`config.mk`:
```
export PLATFORM = sky130hd
export DESIGN_NAME = mhs_slot_bank
export DESIGN_NICKNAME = d
export VERILOG_FILES = /design/src/assert_macros.svh /design/src/mhs_pkg.sv /design/src/mhs_slot_bank.sv
export SDC_FILE = /design/constraint.sdc
export NUM_CORES = 1
export LEC_CHECK = 0
export BUFFER_PORTS_ARGS = -buffer_cell sky130_fd_sc_hd__buf_2
export CAP_MARGIN = 30
export CORE_MARGIN = 3
export CORE_UTILIZATION = 62
export CTS_CLUSTER_DIAMETER = 60
export CTS_CLUSTER_SIZE = 30
export DETAILED_ROUTE_END_ITERATION = 10
export HOLD_SLACK_MARGIN = 0.1
export MAX_ROUTING_LAYER = met4
export PLACE_DENSITY_LB_ADDON = 0.3
export SLEW_MARGIN = 20
export SYNTH_ARGS = -nofsm -noshare
export SYNTH_HDL_FRONTEND = slang
export SYNTH_SLANG_ARGS = --single-unit
```
`constraint.sdc`:
```
create_clock -name i_clk -period 5.5 [get_ports i_clk]
set_input_delay 0 -clock i_clk [delete_from_list [all_inputs] [get_ports i_clk]]
set_output_delay 0 -clock i_clk [all_outputs]
set_load 0.02 [all_outputs]
```
`src/assert_macros.svh`:
```
// Assertion macros shared by the MinHash signature RTL.
// No dependencies; included by files that carry concurrent assertions.
`ifndef ASSERT_MACROS_SVH
`define ASSERT_MACROS_SVH

// Checked at every rising edge outside reset.
`define MHS_ASSERT(lbl, clk, rst_n, prop) \
    lbl: assert property (@(posedge clk) disable iff (!rst_n) (prop)) \
        else $error("%m: assertion failed");

// Checked at every rising edge, reset included.
`define MHS_ASSERT_ALWAYS(lbl, clk, prop) \
    lbl: assert property (@(posedge clk) (prop)) \
        else $error("assertion failed");

`endif

```
`src/mhs_pkg.sv`:
```
// Package for the MinHash signature block: field widths, op codes and types.
// No dependencies; used by every module of the block.
`default_nettype none

package mhs_pkg;

    localparam int MHS_NUM_HASHES = 8;
    localparam int MHS_ROWS       = 1024;

    localparam int OP_W   = 2;
    localparam int HASH_W = 3;
    localparam int ROW_W  = 10;
    localparam int VAL_W  = 10;
    localparam int CNT_W  = 4;
    localparam int SLOTS  = 8;

    localparam logic [CNT_W-1:0] ACTIVE_RESET = 4'd8;

    localparam logic [OP_W-1:0] OP_CLEAR = 2'd0;
    localparam logic [OP_W-1:0] OP_LOAD  = 2'd1;
    localparam logic [OP_W-1:0] OP_ADD   = 2'd2;
    localparam logic [OP_W-1:0] OP_READ  = 2'd3;

    typedef logic [VAL_W-1:0] t_val;

    // Command from the issue stage to the signature slot bank.
    typedef struct packed {
        logic               clear;
        logic               add;
        logic [CNT_W-1:0]   count;
        logic [HASH_W-1:0]  rd_hash;
    } t_slot_cmd;

endpackage

`default_nettype wire

```
`src/mhs_slot_bank.sv`:
```
// Signature slots with their empty flags: min update, clear and read select.
// Depends on mhs_pkg.
`default_nettype none

module mhs_slot_bank
    import mhs_pkg::*;
(
    input  wire logic       i_clk,
    input  wire logic       i_rst_n,
    input  wire t_slot_cmd  i_cmd,
    input  wire t_val       i_lane_data [SLOTS],
    output t_val            o_rd_value,
    output logic            o_rd_empty
);

    t_val r_slot  [SLOTS];
    logic [SLOTS-1:0] r_valid;

    always_ff @(posedge i_clk) begin
        if (!i_rst_n) begin
            r_valid <= '0;
            for (int i = 0; i < SLOTS; i++) begin
                r_slot[i] <= '0;
            end
        end else if (i_cmd.clear) begin
            r_valid <= '0;
            for (int i = 0; i < SLOTS; i++) begin
                r_slot[i] <= '0;
            end
        end else if (i_cmd.add) begin
            for (int i = 0; i < SLOTS; i++) begin
                if (CNT_W'(i) < i_cmd.count &&
                    (!r_valid[i] || r_slot[i] > i_lane_data[i])) begin
                    r_slot[i]  <= i_lane_data[i];
                    r_valid[i] <= 1'b1;
                end
            end
        end
    end

    // Slots at or beyond the active count read as empty with a zero value.
    always_comb begin
        o_rd_empty = !(({1'b0, i_cmd.rd_hash} < i_cmd.count) && r_valid[i_cmd.rd_hash]);
        o_rd_value = o_rd_empty ? '0 : r_slot[i_cmd.rd_hash];
    end

endmodule

`default_nettype wire

```
==> metrics.md <==
| Metric | Value |
|---|---|
| Data arrival, critical path | `2930 ps` |
| Vias in the first global route | `5,704` |
| Post-Syn Area per Cell | `10.6 um2` |
| 1st-pass router iterations | `5` |
| Post-DP HPWL | `13.1 mm` |
| Critical-path maximum fanout | `11` |
| First-pass GRT wire length | `~29 mm` |
| Clock latency on the worst-skew pair | `360 ps` |
| Die Ht | `106 um` |
| Pwr/cell area | `approximately 200 mW/mm2` |
| Largest net degree at the start of global routing | `35` |
| Die area | `0.0113 mm2` |
| Port bufs | `between 100 and 150` |
| Final setup fails | `0` |
| #FFs+latches synth | `between 80 and 90` |
| Peak supply drop | `0.000162 V` |
| Worst hold path depth | `5` |
| Most common library cell in the layout ignoring fill and taps | `buf_2` |
| Min Clock Period, post-route | `2850 ps` |
| Worst R2R End | `r_slot[4][0]` |
| Initial antenna violation count | `0` |
| FF-to-FF Start | `r_slot[4][9]` |
| Number of I/O pins | `between 100 and 150` |
| Routed Antenna Nets | `0` |
| Placeable core area | `0.00950 mm2` |
| Final wirelength | `roughly 18 mm` |
| Post-synth net total | `761` |
| Cell count after synthesis | `588` |
| Die width | `106 um` |
| RD Place Congestion | `0.980` |
| RSZ-0062 raised after global routing | `no` |
| Ys Warns | `0` |
| WS Path Type | `reg2reg` |
| Final Cycle Share | `51.8%` |
| Iter 0 DRT Violations | `between 400 and 500` |
| Clock tree from TritonCTS | `yes` |
| Vias | `approximately 5,600` |
| CTS HTree Levels | `3` |
| Sink Count | `88` |
| Max Freq | `351 MHz` |
| CTS Buffer Depth | `2` |
| Clk slew on worst S/H paths | `90 ps` |
| Syn-to-layout area delta | `26.1%` |
| Clock skew | `13.3 ps` |
| Rows | `35` |
| HP Start | `i_cmd[4]` |
| Initial Util | `65.3%` |
| Detailed-route DRC error count | `0` |
| Diode count | `0` |
| Worst EP required | `5580 ps` |
| R2r setup slk | `2650 ps` |
| Crit end category | `register` |
| Seq/Total Area, Yosys | `around 40%` |
| Nets | `941` |
| Slew headroom | `31.4%` |
| Fin cells | `901` |
| Hold worst-path end | `r_valid[2]` |
| Status | `complete, no violations` |
| Hold Path Class | `in2reg` |
| Postcts setup bufs | `0` |
| CTS Buf Count | `9` |
| DR vias/cell | `roughly 6.3` |
| Area of the mapped netlist | `0.00621 mm2` |
| CP startpoint kind | `register` |
| LEAKAGE | `0.00366 uW` |
| Worst slew pin tran | `between 1000 and 1500 ps` |
| Root Buffer | `clkbuf_8` |
| Share of post-route cells with drive strength above 1 | `19.6%` |
| Dpl cells | `802` |
| Final hold viol count | `0` |
| Final Max Slew Viols | `0` |
| Most frequent cells in the layout | `101 x buf_2, 97 x inv_1, 84 x dlygate4sd3_1` |
| Post-synthesis cell type count | `46` |
| Max Cap Viol | `0` |
| Overflow left after global routing | `0` |
| Wire per inst | `20.4 um` |
| Reg2reg path depth | `7` |
| Total track usage | `34.6%` |
| Setup TNS | `0 ps` |
==> cell families (layout without fill, tap and decap cells) <==
family                     count (synthesis)  count (layout)  synth area share [%]
adders and majority gates                 82              82                  16.5
buffers and inverters                    124             308                  7.80
muxes                                     32              32                  9.59
AOI/OAI and AO/OA                        104             104                  12.4
DFF                                       88              88                  39.7
and+or+nand+nor                          158             158                  14.0
==> metal layers <==
layer  track usage (%)  part of all wire, %  wire length [um]
met1              45.6                   40              7330
met2              54.9                   46              8440
met3              6.50                   11              2080
met4              11.0                  3.1               564
met5                 -                    0                 0
==> state kept, by name, indices dropped and copies added (netlist names) <==
register and count:
r_valid 8, r_slot 80
==> critical path, cell delays in order (launching register included) <==
cell       delay [ps]
edfxtp_1          430
ha_1              350
nand4_1           150
a211oi_1          180
a2111oi_0          90
o31a_1            450
o21ai_0           640
buf_4             280
==> area by class of cell <==
class	instances	area, um2
Tap cell	129	161
Timing Repair Buffer	192	1410
Sequential cell	88	2460
Clock inverter	5	25.0
Fill cell	559	1670
Multi-Input combinational cell	376	3260
Inverter	101	379
Clock buffer	10	128
==> cells in the mapped netlist, drive strengths merged <==
cell | instances | share of area (%)
nand2 | 20 | 1.2
nand3 | 9 | 0.73
a21oi | 25 | 2.1
mux4 | 22 | 8.0
o211ai | 3 | 0.36
and2 | 22 | 2.3
o2111a | 1 | 0.18
nor3 | 5 | 0.40
a2111oi | 14 | 2.0
a32o | 10 | 1.6
o21a | 1 | 0.12
buf | 9 | 0.83
a21o | 13 | 1.6
dfxtp | 18 | 5.8
a31oi | 2 | 0.44
nand2b | 8 | 0.81
o21bai | 1 | 0.12
or4 | 1 | 0.18
o31a | 4 | 0.56
and4 | 1 | 0.14
clkinv | 4 | 0.24
nor2b | 9 | 0.91
mux2i | 10 | 1.6
edfxtp | 70 | 34
o221a | 3 | 0.54
a21boi | 3 | 0.36
a211oi | 7 | 0.85
clkbuf | 14 | 0.87
and4b | 1 | 0.16
ha | 82 | 17
o211a | 1 | 0.16
and4bb | 1 | 0.20
nor2 | 30 | 1.8
inv | 97 | 5.9
o221ai | 2 | 0.28
o21ai | 13 | 1.0
nand4 | 12 | 1.2
and3b | 1 | 0.14
nor4 | 38 | 3.8
a41o | 1 | 0.16
==> worst max path at each step <==
stage	slack [ps]	end	cells past startpoint	startpoint
6_report	2650	r_slot[4][0]	7	r_slot[4][9]
5_1_grt	2500	r_slot[4][0]	7	r_slot[4][7]
4_1_cts	2670	r_slot[4][0]	7	r_slot[4][3]
3_5_place_dp	2680	r_slot[4][0]	7	r_slot[4][9]
3_3_place_gp	2550	r_slot[2][6]	6	r_slot[2][9]
2_1_floorplan	2970	r_slot[1][0]	6	r_slot[1][9]
==> repair_timing <==
| item | in CTS | in global routing |
|---|---|---|
| endpoints found under the hold margin | 82 | 0 |
| gates resized for setup | 0 | 0 |
| hold buffers | 84 | 0 |
==> per-stage QoR <==
step | util [%] | instance area, um2 | hold WS, ps | total power, uW | worst slack, ps
5_1_grt | 82.4 | 7830 | 196 | 1620 | 2500
2_1_floorplan | - | 6210 | 154 | 990 | 2970
4_1_cts | 82.4 | 7830 | 159 | 1530 | 2670
6_report | 82.4 | 7830 | 169 | 1560 | 2650
3_3_place_gp | 71.7 | 6810 | 259 | 1090 | 2550
3_5_place_dp | 72.0 | 6840 | 265 | 1110 | 2680
==> report_power, final <==
part           internal [uW]  total, uW  switching (uW)
Clock                    158        397             240
Combinational            173        364             191
Sequential               758        794            35.3
(Power assumes the default switching activity.)
